==> src/hw/rtl/trap_dispatch_with_branch_probe_unit_assert.svh <==
// Assertion macros for the trap dispatch unit.
// Included by RTL files that carry concurrent checks; no other dependencies.
`ifndef TRAP_DISPATCH_WITH_BRANCH_PROBE_UNIT_ASSERT_SVH
`define TRAP_DISPATCH_WITH_BRANCH_PROBE_UNIT_ASSERT_SVH

// Same-cycle implication, disabled while reset is asserted.
`define TDBP_ASSERT_IMPLY(label, clk, rst_n, cond, expr, msg) \
    label: assert property (@(posedge clk) disable iff (!rst_n) (cond) |-> (expr)) \
        else $error(msg);

// Next-cycle implication, disabled while reset is asserted.
`define TDBP_ASSERT_NEXT(label, clk, rst_n, cond, expr, msg) \
    label: assert property (@(posedge clk) disable iff (!rst_n) (cond) |=> (expr)) \
        else $error(msg);

`endif

==> src/hw/rtl/tdbp_pkg.sv <==
// Shared constants and types for the trap dispatch unit.
// No dependencies; used by tdbp_resolve and the top level.
package tdbp_pkg;

    // trap causes and recognized trap values
    localparam logic [63:0] CAUSE_ILLEGAL = 64'h2;
    localparam logic [63:0] CAUSE_BREAK   = 64'h3;
    localparam logic [63:0] INSN_MRET     = 64'h3020_0073;
    localparam logic [63:0] INSN_SRET     = 64'h1020_0073;
    localparam logic [63:0] INSN_URET     = 64'h0020_0073;

    // event codes carried in t1
    localparam logic [63:0] EV_CALL       = 64'h1;
    localparam logic [63:0] EV_RETURN     = 64'h2;
    localparam logic [63:0] EV_CALL_IND   = 64'h3;
    localparam logic [63:0] PROBE_CODE    = 64'h80;

    // probed instruction decode
    localparam logic [6:0] OP_JAL    = 7'h6f;
    localparam logic [6:0] OP_JALR   = 7'h67;
    localparam logic [6:0] OP_BRANCH = 7'h63;
    localparam logic [1:0] LEN32_TAG = 2'b11;

    localparam logic [2:0] F3_BEQ  = 3'd0;
    localparam logic [2:0] F3_BNE  = 3'd1;
    localparam logic [2:0] F3_BLT  = 3'd4;
    localparam logic [2:0] F3_BGE  = 3'd5;
    localparam logic [2:0] F3_BLTU = 3'd6;
    localparam logic [2:0] F3_BGEU = 3'd7;

    // action kinds
    localparam logic [1:0] KIND_EVENT = 2'd0;
    localparam logic [1:0] KIND_PROBE = 2'd1;
    localparam logic [1:0] KIND_RET   = 2'd2;
    localparam logic [1:0] KIND_DELEG = 2'd3;

    // configuration port
    localparam int unsigned CFG_IDX_W = 2;
    localparam logic [CFG_IDX_W-1:0] CFG_VEC_PC = 2'd0;
    localparam logic [CFG_IDX_W-1:0] CFG_VEC_SP = 2'd1;

    // update of the saved trap context
    typedef struct packed {
        logic save;
        logic clear;
    } state_op_t;

endpackage

==> src/hw/rtl/tdbp_resolve.sv <==
// Combinational resolve of one trap beat: dispatch, probe decode, event fields.
// Depends on tdbp_pkg.
module tdbp_resolve #(
    parameter int XLEN = 64
) (
    input  logic [XLEN-1:0]     cause,
    input  logic [XLEN-1:0]     trap_value,
    input  logic [XLEN-1:0]     cur_pc,
    input  logic [XLEN-1:0]     cur_sp,
    input  logic [XLEN-1:0]     block_id,
    input  logic [XLEN-1:0]     event_code,
    input  logic [15:0]         trap_half,
    input  logic [31:0]         probe_word,
    input  logic [XLEN-1:0]     rs1_value,
    input  logic [XLEN-1:0]     rs2_value,
    input  logic [XLEN-1:0]     saved_pc,
    input  logic [XLEN-1:0]     saved_sp,
    input  logic [XLEN-1:0]     vec_pc,
    input  logic [XLEN-1:0]     vec_sp,
    output logic [XLEN-1:0]     next_pc,
    output logic [XLEN-1:0]     next_sp,
    output logic [1:0]          action_kind,
    output logic                event_valid,
    output logic [XLEN-1:0]     event_addr,
    output logic [XLEN-1:0]     event_data,
    output logic [7:0]          event_tag,
    output logic                event_is_call,
    output logic                event_is_return,
    output tdbp_pkg::state_op_t state_op
);
    import tdbp_pkg::*;

    localparam int OFF_W = 22;

    logic                is_break;
    logic                is_xret;
    logic                is_probe;
    logic                is_jalr;
    logic [XLEN-1:0]     after_pc;
    logic [6:0]          opcode;
    logic [2:0]          funct3;
    logic [XLEN-1:0]     v1;
    logic [XLEN-1:0]     v2;
    logic                taken;
    logic [OFF_W-1:0]    len_off;
    logic [OFF_W-1:0]    j_imm;
    logic [OFF_W-1:0]    b_imm;
    logic [OFF_W-1:0]    i_imm;
    logic [OFF_W-1:0]    rel_off;
    logic [OFF_W-1:0]    tgt_off;
    logic [XLEN-1:0]     tgt_base;
    logic [XLEN-1:0]     tgt_sum;
    logic [XLEN-1:0]     target;

    assign is_break = (cause == XLEN'(CAUSE_BREAK));
    assign is_xret  = (cause == XLEN'(CAUSE_ILLEGAL))
                   && ((trap_value == XLEN'(INSN_MRET))
                    || (trap_value == XLEN'(INSN_SRET))
                    || (trap_value == XLEN'(INSN_URET)));
    assign is_probe = (event_code == XLEN'(PROBE_CODE));

    // ebreak length from the low half at pc
    assign len_off  = (trap_half[1:0] == LEN32_TAG) ? OFF_W'(4) : OFF_W'(2);
    assign after_pc = cur_pc + {{(XLEN-OFF_W){len_off[OFF_W-1]}}, len_off};

    assign opcode = probe_word[6:0];
    assign funct3 = probe_word[14:12];
    assign v1 = (probe_word[19:15] != 5'd0) ? rs1_value : '0;
    assign v2 = (probe_word[24:20] != 5'd0) ? rs2_value : '0;

    assign j_imm = {probe_word[31], probe_word[31], probe_word[19:12], probe_word[20],
                    probe_word[30:21], 1'b0};
    assign b_imm = {{9{probe_word[31]}}, probe_word[31], probe_word[7],
                    probe_word[30:25], probe_word[11:8], 1'b0};
    assign i_imm = {{10{probe_word[31]}}, probe_word[31:20]};

    always_comb
    begin
        case (funct3)
            F3_BEQ:  taken = (v1 == v2);
            F3_BNE:  taken = (v1 != v2);
            F3_BLT:  taken = ($signed(v1) < $signed(v2));
            F3_BGE:  taken = !($signed(v1) < $signed(v2));
            F3_BLTU: taken = (v1 < v2);
            F3_BGEU: taken = (v1 >= v2);
            default: taken = 1'b0;
        endcase
    end

    // pc-relative targets fold the ebreak length into a narrow offset,
    // so one wide add off cur_pc covers them; jalr adds to rs1 instead
    always_comb
    begin
        rel_off = OFF_W'(4);
        if (probe_word[1:0] != LEN32_TAG)
        begin
            rel_off = OFF_W'(2);
        end
        else if (opcode == OP_JAL)
        begin
            rel_off = j_imm;
        end
        else if (opcode == OP_BRANCH && taken)
        begin
            rel_off = b_imm;
        end
    end

    assign is_jalr  = (probe_word[1:0] == LEN32_TAG) && (opcode == OP_JALR);
    assign tgt_off  = is_jalr ? i_imm : (len_off + rel_off);
    assign tgt_base = is_jalr ? v1 : cur_pc;
    assign tgt_sum  = tgt_base + {{(XLEN-OFF_W){tgt_off[OFF_W-1]}}, tgt_off};
    assign target   = is_jalr ? {tgt_sum[XLEN-1:1], 1'b0} : tgt_sum;

    always_comb
    begin
        next_pc         = vec_pc;
        next_sp         = vec_sp;
        action_kind     = KIND_DELEG;
        event_valid     = 1'b0;
        event_addr      = '0;
        event_data      = '0;
        event_tag       = '0;
        event_is_call   = 1'b0;
        event_is_return = 1'b0;
        state_op.save   = 1'b0;
        state_op.clear  = 1'b0;
        if (is_break)
        begin
            next_pc     = after_pc;
            next_sp     = cur_sp;
            event_valid = 1'b1;
            if (is_probe)
            begin
                action_kind = KIND_PROBE;
                event_addr  = after_pc;
                event_data  = target;
                event_tag   = PROBE_CODE[7:0];
            end
            else
            begin
                action_kind     = KIND_EVENT;
                event_addr      = cur_pc;
                event_data      = block_id;
                event_tag       = event_code[7:0];
                event_is_call   = (event_code == XLEN'(EV_CALL))
                               || (event_code == XLEN'(EV_CALL_IND));
                event_is_return = (event_code == XLEN'(EV_RETURN));
            end
        end
        else if (is_xret)
        begin
            next_pc        = saved_pc;
            next_sp        = saved_sp;
            action_kind    = KIND_RET;
            state_op.clear = 1'b1;
        end
        else
        begin
            state_op.save = 1'b1;
        end
    end

endmodule

==> src/hw/rtl/trap_dispatch_with_branch_probe_unit.sv <==
// Trap dispatch unit: breakpoint events, branch probes, trap return, delegation.
// Depends on tdbp_pkg, tdbp_resolve and the assertion macro header.
//
// Path: each beat passes the input register, then the result register.
// Throughput: one trap per cycle while out_stall is low; the saved-context register
//   updates as a beat leaves stage 1, so back-to-back traps see each other's effect.
// Reset: rst_n asynchronous, active low; clears both pipeline valids, the saved
//   pc/sp and both configuration registers.
module trap_dispatch_with_branch_probe_unit #(
    parameter int XLEN = 64
) (
    input  logic                           clk,
    input  logic                           rst_n,
    // configuration write port
    input  logic                           cfg_we,
    input  logic [tdbp_pkg::CFG_IDX_W-1:0] cfg_index,
    input  logic [XLEN-1:0]                cfg_data,
    // trap input channel
    input  logic                           in_valid,
    output logic                           in_stall,
    input  logic [XLEN-1:0]                cause,
    input  logic [XLEN-1:0]                trap_value,
    input  logic [XLEN-1:0]                cur_pc,
    input  logic [XLEN-1:0]                cur_sp,
    input  logic [XLEN-1:0]                block_id,
    input  logic [XLEN-1:0]                event_code,
    input  logic [15:0]                    trap_half,
    input  logic [31:0]                    probe_word,
    input  logic [XLEN-1:0]                rs1_value,
    input  logic [XLEN-1:0]                rs2_value,
    // result channel
    output logic                           out_valid,
    input  logic                           out_stall,
    output logic [XLEN-1:0]                next_pc,
    output logic [XLEN-1:0]                next_sp,
    output logic [1:0]                     action_kind,
    output logic                           event_valid,
    output logic [XLEN-1:0]                event_addr,
    output logic [XLEN-1:0]                event_data,
    output logic [7:0]                     event_tag,
    output logic                           event_is_call,
    output logic                           event_is_return
);
    import tdbp_pkg::*;

`include "trap_dispatch_with_branch_probe_unit_assert.svh"

    // ---------------------------------------------------------------
    // configuration registers
    // ---------------------------------------------------------------
    logic [XLEN-1:0] vec_pc_reg;
    logic [XLEN-1:0] vec_sp_reg;

    always_ff @(posedge clk or negedge rst_n)
    begin
        if (!rst_n)
        begin
            vec_pc_reg <= '0;
            vec_sp_reg <= '0;
        end
        else if (cfg_we)
        begin
            case (cfg_index)
                CFG_VEC_PC: vec_pc_reg <= cfg_data;
                CFG_VEC_SP: vec_sp_reg <= cfg_data;
                default:    ;
            endcase
        end
    end

    // ---------------------------------------------------------------
    // handshake: stage 1 (input register) -> stage 2 (result register)
    // ---------------------------------------------------------------
    logic s1_valid_reg;
    logic out_valid_reg;
    logic out_ready;    // result register can take a beat this cycle
    logic s1_fire;      // stage 1 beat moves into the result register
    logic in_fire;

    assign out_ready = !out_valid_reg || !out_stall;
    assign s1_fire   = s1_valid_reg && out_ready;
    assign in_stall  = s1_valid_reg && !out_ready;
    assign in_fire   = in_valid && !in_stall;

    always_ff @(posedge clk or negedge rst_n)
    begin
        if (!rst_n)
        begin
            s1_valid_reg  <= 1'b0;
            out_valid_reg <= 1'b0;
        end
        else
        begin
            if (in_fire)
            begin
                s1_valid_reg <= 1'b1;
            end
            else if (s1_fire)
            begin
                s1_valid_reg <= 1'b0;
            end
            if (s1_fire)
            begin
                out_valid_reg <= 1'b1;
            end
            else if (!out_stall)
            begin
                out_valid_reg <= 1'b0;
            end
        end
    end

    // input register (payload, no reset)
    logic [XLEN-1:0] cause_reg;
    logic [XLEN-1:0] trap_value_reg;
    logic [XLEN-1:0] cur_pc_reg;
    logic [XLEN-1:0] cur_sp_reg;
    logic [XLEN-1:0] block_id_reg;
    logic [XLEN-1:0] event_code_reg;
    logic [15:0]     trap_half_reg;
    logic [31:0]     probe_word_reg;
    logic [XLEN-1:0] rs1_value_reg;
    logic [XLEN-1:0] rs2_value_reg;

    always_ff @(posedge clk)
    begin
        if (in_fire)
        begin
            cause_reg      <= cause;
            trap_value_reg <= trap_value;
            cur_pc_reg     <= cur_pc;
            cur_sp_reg     <= cur_sp;
            block_id_reg   <= block_id;
            event_code_reg <= event_code;
            trap_half_reg  <= trap_half;
            probe_word_reg <= probe_word;
            rs1_value_reg  <= rs1_value;
            rs2_value_reg  <= rs2_value;
        end
    end

    // ---------------------------------------------------------------
    // saved trap context: written by delegation, cleared by xRET.
    // Only pc and sp are ever read back, so cause and value are not kept.
    // ---------------------------------------------------------------
    logic [XLEN-1:0] saved_pc_reg;
    logic [XLEN-1:0] saved_sp_reg;
    state_op_t       state_op;

    // ---------------------------------------------------------------
    // resolve logic between the two registers
    // ---------------------------------------------------------------
    logic [XLEN-1:0] next_pc_next;
    logic [XLEN-1:0] next_sp_next;
    logic [1:0]      action_kind_next;
    logic            event_valid_next;
    logic [XLEN-1:0] event_addr_next;
    logic [XLEN-1:0] event_data_next;
    logic [7:0]      event_tag_next;
    logic            event_is_call_next;
    logic            event_is_return_next;

    tdbp_resolve #(
        .XLEN (XLEN)
    ) u_resolve (
        .cause           (cause_reg),
        .trap_value      (trap_value_reg),
        .cur_pc          (cur_pc_reg),
        .cur_sp          (cur_sp_reg),
        .block_id        (block_id_reg),
        .event_code      (event_code_reg),
        .trap_half       (trap_half_reg),
        .probe_word      (probe_word_reg),
        .rs1_value       (rs1_value_reg),
        .rs2_value       (rs2_value_reg),
        .saved_pc        (saved_pc_reg),
        .saved_sp        (saved_sp_reg),
        .vec_pc          (vec_pc_reg),
        .vec_sp          (vec_sp_reg),
        .next_pc         (next_pc_next),
        .next_sp         (next_sp_next),
        .action_kind     (action_kind_next),
        .event_valid     (event_valid_next),
        .event_addr      (event_addr_next),
        .event_data      (event_data_next),
        .event_tag       (event_tag_next),
        .event_is_call   (event_is_call_next),
        .event_is_return (event_is_return_next),
        .state_op        (state_op)
    );

    always_ff @(posedge clk or negedge rst_n)
    begin
        if (!rst_n)
        begin
            saved_pc_reg <= '0;
            saved_sp_reg <= '0;
        end
        else if (s1_fire)
        begin
            if (state_op.save)
            begin
                saved_pc_reg <= cur_pc_reg;
                saved_sp_reg <= cur_sp_reg;
            end
            else if (state_op.clear)
            begin
                saved_pc_reg <= '0;
                saved_sp_reg <= '0;
            end
        end
    end

    // result register (payload, no reset)
    logic [XLEN-1:0] next_pc_reg;
    logic [XLEN-1:0] next_sp_reg;
    logic [1:0]      action_kind_reg;
    logic            event_valid_reg;
    logic [XLEN-1:0] event_addr_reg;
    logic [XLEN-1:0] event_data_reg;
    logic [7:0]      event_tag_reg;
    logic            event_is_call_reg;
    logic            event_is_return_reg;

    always_ff @(posedge clk)
    begin
        if (s1_fire)
        begin
            next_pc_reg         <= next_pc_next;
            next_sp_reg         <= next_sp_next;
            action_kind_reg     <= action_kind_next;
            event_valid_reg     <= event_valid_next;
            event_addr_reg      <= event_addr_next;
            event_data_reg      <= event_data_next;
            event_tag_reg       <= event_tag_next;
            event_is_call_reg   <= event_is_call_next;
            event_is_return_reg <= event_is_return_next;
        end
    end

    assign out_valid       = out_valid_reg;
    assign next_pc         = next_pc_reg;
    assign next_sp         = next_sp_reg;
    assign action_kind     = action_kind_reg;
    assign event_valid     = event_valid_reg;
    assign event_addr      = event_addr_reg;
    assign event_data      = event_data_reg;
    assign event_tag       = event_tag_reg;
    assign event_is_call   = event_is_call_reg;
    assign event_is_return = event_is_return_reg;

    // ---------------------------------------------------------------
    // checks
    // ---------------------------------------------------------------
    `TDBP_ASSERT_IMPLY(a_no_event_on_ret_deleg, clk, rst_n,
        out_valid_reg && (action_kind_reg == KIND_RET || action_kind_reg == KIND_DELEG),
        !event_valid_reg && !event_is_call_reg && !event_is_return_reg,
        "event fields set on a return or delegated beat")
    `TDBP_ASSERT_IMPLY(a_probe_fields, clk, rst_n,
        out_valid_reg && action_kind_reg == KIND_PROBE,
        event_valid_reg && event_tag_reg == PROBE_CODE[7:0] && !event_is_call_reg
            && !event_is_return_reg,
        "probe beat with wrong event fields")
    `TDBP_ASSERT_NEXT(a_ret_clears_ctx, clk, rst_n,
        s1_fire && state_op.clear,
        saved_pc_reg == '0 && saved_sp_reg == '0,
        "saved context not cleared after trap return")
    `TDBP_ASSERT_IMPLY(a_stall_only_when_full, clk, rst_n,
        in_stall,
        s1_valid_reg && out_valid_reg,
        "input stalled with room in the pipeline")

endmodule
==> config.mk <==
export PLATFORM = sky130hd
export DESIGN_NAME = trap_dispatch_with_branch_probe_unit
export DESIGN_NICKNAME = d
export VERILOG_FILES = /design/src/hw/rtl/tdbp_pkg.sv /design/src/hw/rtl/tdbp_resolve.sv /design/src/hw/rtl/trap_dispatch_with_branch_probe_unit.sv
export VERILOG_INCLUDE_DIRS = /design/src /design/src/hw/rtl
export SDC_FILE = /design/constraint.sdc
export NUM_CORES = 2
export LEC_CHECK = 0
export BUFFER_PORTS_ARGS = -buffer_cell sky130_fd_sc_hd__buf_2
export CORE_ASPECT_RATIO = 0.7
export CORE_MARGIN = 4
export CORE_UTILIZATION = 25
export CTS_BUF_LIST = sky130_fd_sc_hd__clkbuf_16
export CTS_CLUSTER_DIAMETER = 100
export DETAILED_ROUTE_END_ITERATION = 8
export PLACE_DENSITY = 0.44
export SYNTH_ARGS = -nofsm -noshare
export SYNTH_HDL_FRONTEND = slang
export SYNTH_SLANG_ARGS = --single-unit
==> constraint.sdc <==
create_clock -name clk -period 24.4 [get_ports clk]
set_input_delay 2.44 -clock clk [delete_from_list [all_inputs] [get_ports clk]]
set_output_delay 2.44 -clock clk [all_outputs]
set_load 0.01 [all_outputs]
**Word-level counts from Yosys, hierarchy flattened**

Cells that the tools add are included.

- Flip-flop bits (word level): 1073
- Bits of input ports: 631
- Output and inout port bits: 271
- Logic and storage cells: 113

- Add/sub/neg operators: 3
- Order comparisons: 3
- Eq/ne operators: 24
- Mux-type cells: 31
- Bitwise operators: 1
- Reduce and logical (&&, ||, !) cells: 25

Operators by type and width:

| kind | number |
|---|---|
| $mux 64 | 12 |
| $eq 64x2->1 const B | 4 |
| $add 64x64->64 | 2 |
| $lt 64x64->1 | 2 |
| $mux 22 | 4 |
| $eq 64x1->1 const B | 1 |
| $eq 64x22->1 const B | 1 |
| $eq 64x29->1 const B | 1 |
| $eq 64x30->1 const B | 1 |
| $eq 64x64->1 | 1 |
| $eq 64x8->1 const B | 1 |
| $ge 64x64->1 | 1 |
| $ne 64x64->1 | 1 |
| $add 22x22->22 | 1 |
| $eq 7x7->1 const B | 3 |
| $eq 3x3->1 const B | 4 |
| $mux 1 | 10 |
| $reduce_bool 5->1 | 2 |
| $mux 8 | 1 |
| $logic_and 1x1->1 | 6 |
| $pmux 1 s6 | 1 |
| $reduce_and 2->1 | 3 |
| $logic_not 1->1 | 5 |
| $eq 2x2->1 const B | 2 |
| 12 further kinds | 17 |

**Logic depth before layout (Yosys ltp)**

- Depth in word-level cells: 14
- Mapped depth: 38
- Depth with buffers taken out: 37

**By module**

From an unflattened synthesis, not the netlist that was laid out.

- Cell total of the unflattened synthesis: 3594
- Area, all modules: 47620.7 um^2

By module, submodules not included:

| module | times used | cells each | area each (um^2) | sequential area each (um^2) |
|---|---|---|---|---|
| trap_dispatch_with_branch_probe_unit | 1 | 1395 | 34389.2 | 31350.1 |
| tdbp_resolve | 1 | 2199 | 13231.4 | 0.0 |

**Least setup slack after synthesis**

No wires, ideal clock.

- Path kind: input port to flip-flop
- Start point: input port out_stall
- End point: register block_id_reg[0] (enable)
- Library setup time: 0.983 ns
- Arrival: 14.878 ns
- Required time: 23.417 ns
- Setup slack: 8.539 ns
- Stages on the path: 2
- Buffers on the path: 0
- Cell sequence: nand3_1 > and2_1

- Cells in the longest elaborated chain, start to end: 6

RTL lines:

| what | RTL line | text |
|---|---|---|
| start, declared | trap_dispatch_with_branch_probe_unit.sv:33 | `input logic out_stall,` |
| $logic_not 1->1 | n/a |  |
| $logic_or 1x1->1 | trap_dispatch_with_branch_probe_unit.sv:80 | `assign out_ready = !out_valid_reg \|\| !out_stall;` |
| $logic_not 1->1 | trap_dispatch_with_branch_probe_unit.sv:82 | `assign in_stall = s1_valid_reg && !out_ready;` |
| $logic_and 1x1->1 | trap_dispatch_with_branch_probe_unit.sv:82 |  |
| $logic_not 1->1 | trap_dispatch_with_branch_probe_unit.sv:83 | `assign in_fire = in_valid && !in_stall;` |
| $logic_and 1x1->1 | trap_dispatch_with_branch_probe_unit.sv:83 |  |
| named net in_fire | trap_dispatch_with_branch_probe_unit.sv:78 | `logic in_fire;` |
| end signal, assigned | trap_dispatch_with_branch_probe_unit.sv:133 | `block_id_reg <= block_id;` |
| end, declared | trap_dispatch_with_branch_probe_unit.sv:118 | `logic [XLEN-1:0] block_id_reg;` |

The timed path passes the listed nets, and every way through them passes these cells.
A chain may end at the register's enable or synchronous reset.

**Final worst setup path**

- Start point: register probe_word_reg[15]
- End point: register event_data_reg[63], in the netlist event_data[63] (data pin)

- Cells in the longest elaborated chain, start to end: 13
- Elaborated cells on any way between the ends: 18
- Classes of those cells: 2 x add/sub; 3 x order compare; 2 x eq/ne; 8 x mux; 3 x reduce/logical

RTL lines:

| what | RTL line | text |
|---|---|---|
| start, declared | trap_dispatch_with_branch_probe_unit.sv:121 | `logic [31:0] probe_word_reg;` |
| start signal, assigned | trap_dispatch_with_branch_probe_unit.sv:136 | `probe_word_reg <= probe_word;` |
| $reduce_bool 5->1 | tdbp_resolve.sv:68 | `assign v1 = (probe_word[19:15] != 5'd0) ? rs1_value : '0;` |
| $mux 64 | tdbp_resolve.sv:68 |  |
| $lt 64x64->1 | tdbp_resolve.sv:82, tdbp_resolve.sv:83 |  |
| $logic_not 1->1 | tdbp_resolve.sv:83 | `F3_BGE: taken = !($signed(v1) < $signed(v2));` |
| $pmux 1 s6 | tdbp_resolve.sv:79 | `case (funct3)` |
| $logic_and 1x1->1 | tdbp_resolve.sv:103 | `else if (opcode == OP_BRANCH && taken)` |
| $mux 22 | tdbp_resolve.sv:103 |  |
| $mux 22 | tdbp_resolve.sv:99 | `else if (opcode == OP_JAL)` |
| $mux 22 | tdbp_resolve.sv:95 | `if (probe_word[1:0] != LEN32_TAG)` |
| $add 22x22->22 | tdbp_resolve.sv:110 | `assign tgt_off = is_jalr ? i_imm : (len_off + rel_off);` |
| $mux 22 | tdbp_resolve.sv:110 |  |
| $add 64x64->64 * | tdbp_resolve.sv:112 | `assign tgt_sum = tgt_base + {{(XLEN-OFF_W){tgt_off[OFF_W-1]}}, tgt_off};` |
| $mux 64 * | tdbp_resolve.sv:133 | `if (is_probe)` |
| end signal, assigned | trap_dispatch_with_branch_probe_unit.sv:234 | `event_data_reg <= event_data_next;` |
| end, declared | trap_dispatch_with_branch_probe_unit.sv:220 | `logic [XLEN-1:0] event_data_reg;` |

Mark *: on every way between the ends. The rest lies on a longest branch, timed or not.

==> results.sh <==
export IMPL_fp_row_count=133
export IMPL_worst_hold_slack_ns=0.4694
export IMPL_vias=33150
export IMPL_synthFlopType="edfxtp_1"
export IMPL_post_cts_buffers=0
export IMPL_status="complete, no violations"
export IMPL_cp_max_fo=65
export IMPL_swShare_pct=25.98
export IMPL_peakVddDrop_uv=55.71
export IMPL_ctsResizeCount=0
export IMPL_path_depth=34
export IMPL_slew_headroom_pct=21.22
export IMPL_hold_viol_final=0
export IMPL_worstHoldPathCells=1
export IMPL_ys_warnings_count=0
export IMPL_wl_per_cell_um=25.74
export IMPL_clock_root_buffer="clkbuf_16"
export IMPL_grt_overflow_total=0
export IMPL_grt_first_pass_wirelength_um=256500
export IMPL_crit_required_ns=24.83
export IMPL_dp_slack_ns=13.52
export IMPL_ioPinCount=902
export IMPL_tns_ns=0
export IMPL_hold_class="flip-flop to flip-flop"
export IMPL_nFillCells=19090
export IMPL_dp_cells=6863
export IMPL_drc=0
export IMPL_reg2reg_depth=34
export IMPL_max_freq_ghz=0.09386
export IMPL_final_layout_size_suffix_gt1_share_pct=28.84
export IMPL_crit_path_max_incr_delay_ns=0.80
export IMPL_syn_area_um2=47480
export IMPL_cts_buffers=114
export IMPL_skew_ns=0.07696
export IMPL_p_total_mw=4.549
export IMPL_fin_cells=7111
export IMPL_ys_seq_area_share_pct=65.14
export IMPL_synth_edff_count=815
export IMPL_fin_crit_ns=10.65
export IMPL_arrival_ns=11.09
export IMPL_path_buf_inv=3
export IMPL_first_pass_iters=6
export IMPL_fp_coreArea_um2=188400
export IMPL_syn_avg_cell_area_um2=13.08
export IMPL_start_util_pct=25.21
export IMPL_rsz0062_at_grt="false"
export IMPL_critPathKind="flip-flop to flip-flop"
export IMPL_yosysTopAreaCellShare_pct=51.54
export IMPL_area_growth_pct=23.49
export IMPL_p_int_mw=3.367
export IMPL_grt_max_degree=147
export IMPL_synth_top_area_cell="edfxtp_1"
export IMPL_numClockSinks=1073
export IMPL_tritoncts="built"
export IMPL_setup_ws_ns=13.75
export IMPL_total_leakage_power_nw=23.40
export IMPL_final_core_util_pct=31.13
export IMPL_cts_hold_buf=0
export IMPL_pwr_share_clk_pct=39.1
export IMPL_grt_pass1_vias=33360
export IMPL_power_per_cell_area_nw_per_um2=77.57
export IMPL_crit_slowest_cell="a211oi_1"
export IMPL_ys_seq_elements=1073
export IMPL_stdcell_area_um2=58640
export IMPL_synthTopCellsByArea="edfxtp_1, dfrtp_1, mux2_2, nand2_1, ha_1"
export IMPL_first_iter_violations=2982
export IMPL_die_y_um=372.6
export IMPL_htree_levels=3
export IMPL_p_switching_mw=1.182
export IMPL_final_common_cell="buf_2"
export IMPL_die_x_um=528.9
export IMPL_crit_top_cell="buf_4"
export IMPL_path_clk_slew_ns=0.07
export IMPL_max_slew_worst_pin_slew_ns=1.172
export IMPL_cap_violations=0
export IMPL_dpl_cell_area_um2=54740
export IMPL_pwr_share_seq_pct=50.2
export IMPL_portBuffers=887
export IMPL_clk_path_buf_depth=3
export IMPL_final_cell_mix="buf_2, edfxtp_1, nand2_1, dfrtp_1, a21oi_1"
export IMPL_antenna_found_initial=101
export IMPL_track_usage_pct=18.00
export IMPL_drt_total_wl_um=183100
export IMPL_slew_viol_final=0
export IMPL_synthCells=3630
export IMPL_timing_final_crit_share_pct=43.67
export IMPL_critPathLaunchType="flip-flop"
export IMPL_cp_top_family="compound AO/OA/AOI/OAI gates"
export IMPL_synth_cell_types=85
export IMPL_via_per_inst=4.662
export IMPL_setup_viol=0
export IMPL_endpoint_kind="flip-flop"
export IMPL_synth_nets=4395
export IMPL_comb_power_share_pct=10.7
export IMPL_clk_latency_ns=0.76
export IMPL_nets=5247
export IMPL_place_hpwl_um=136500
export IMPL_dieArea_um2=197100
export IMPL_globalplace_congestion=0.8316
export IMPL_antenna_left=0
export IMPL_async_reset_ff_share_pct=24.04
==> final cells by class <==
cell class,instances,area (um2),share of cell area [%]
Multi-Input combinational cell,2327,15740,26.84
Clock inverter,100,933.4,1.592
Antenna cell,33,82.58,0.1408
Sequential cell,1073,30930,52.75
Clock buffer,115,2878,4.908
Tap cell,2497,3124,5.328
Inverter,36,140.1,0.2390
Timing Repair Buffer,930,4810,8.202
==> cell usage after synthesis (74+ instances only) <==
library cell	number
nand2_1	489
xnor2_1	74
mux2_2	188
xor2_1	94
o21ai_0	129
and2_1	75
a21oi_1	217
a22o_1	129
and3_1	85
edfxtp_1	815
ha_1	131
nor2_1	161
dfrtp_1	258
clkbuf_1	163
==> per-layer routing <==
| layer | part of all wire (%) | wire (um) | track usage [%] | up-vias |
|---|---|---|---|---|
| li1 | - | - | - | 15260 |
| met1 | 48 | 87570 | 26.40 | 16570 |
| met2 | 44 | 80390 | 27.39 | 1047 |
| met3 | 6.2 | 11320 | 3.677 | 243 |
| met4 | 2.0 | 3583 | 3.714 | 30 |
| met5 | 0.11 | 197 | 0 | - |
==> worst paths after layout <==
kind                                         start  slack (ns)               end
worst max-delay path            probe_word_reg[15]       13.75    event_data[63]
worst min-delay path                cur_sp_reg[57]        0.47  saved_sp_reg[57]
worst max register to register  probe_word_reg[15]       13.75    event_data[63]
worst min register to register      cur_sp_reg[57]        0.47  saved_sp_reg[57]
max in group asynchronous                    rst_n       20.50    vec_sp_reg[52]
min in group asynchronous                    rst_n        1.65         out_valid
==> power by group through the flow <==
stage	sequential [mW]	combinational, mW	clock [mW]
6_report	2.28	0.485	1.78
2_1_floorplan	2.33	0.251	0
3_5_place_dp	2.32	0.491	0
5_1_grt	2.30	0.535	1.91
3_3_place_gp	2.32	0.487	0
4_1_cts	2.28	0.494	1.84
==> kinds of logic (layout without fill, tap and decap cells) <==
family          after synthesis  count (layout)  share of synthesized area [%]
fa+ha+maj                   134             134                          3.578
simple gates               1088            1088                          10.90
buf+inv                     230            1181                          1.868
mux                         262             262                          6.048
xor+xnor                    169             169                          3.133
flops                      1073            1073                          65.14
compound gates              674             674                          9.334
other cells                   0              33                              0
Power figures use the tool's default switching activity.
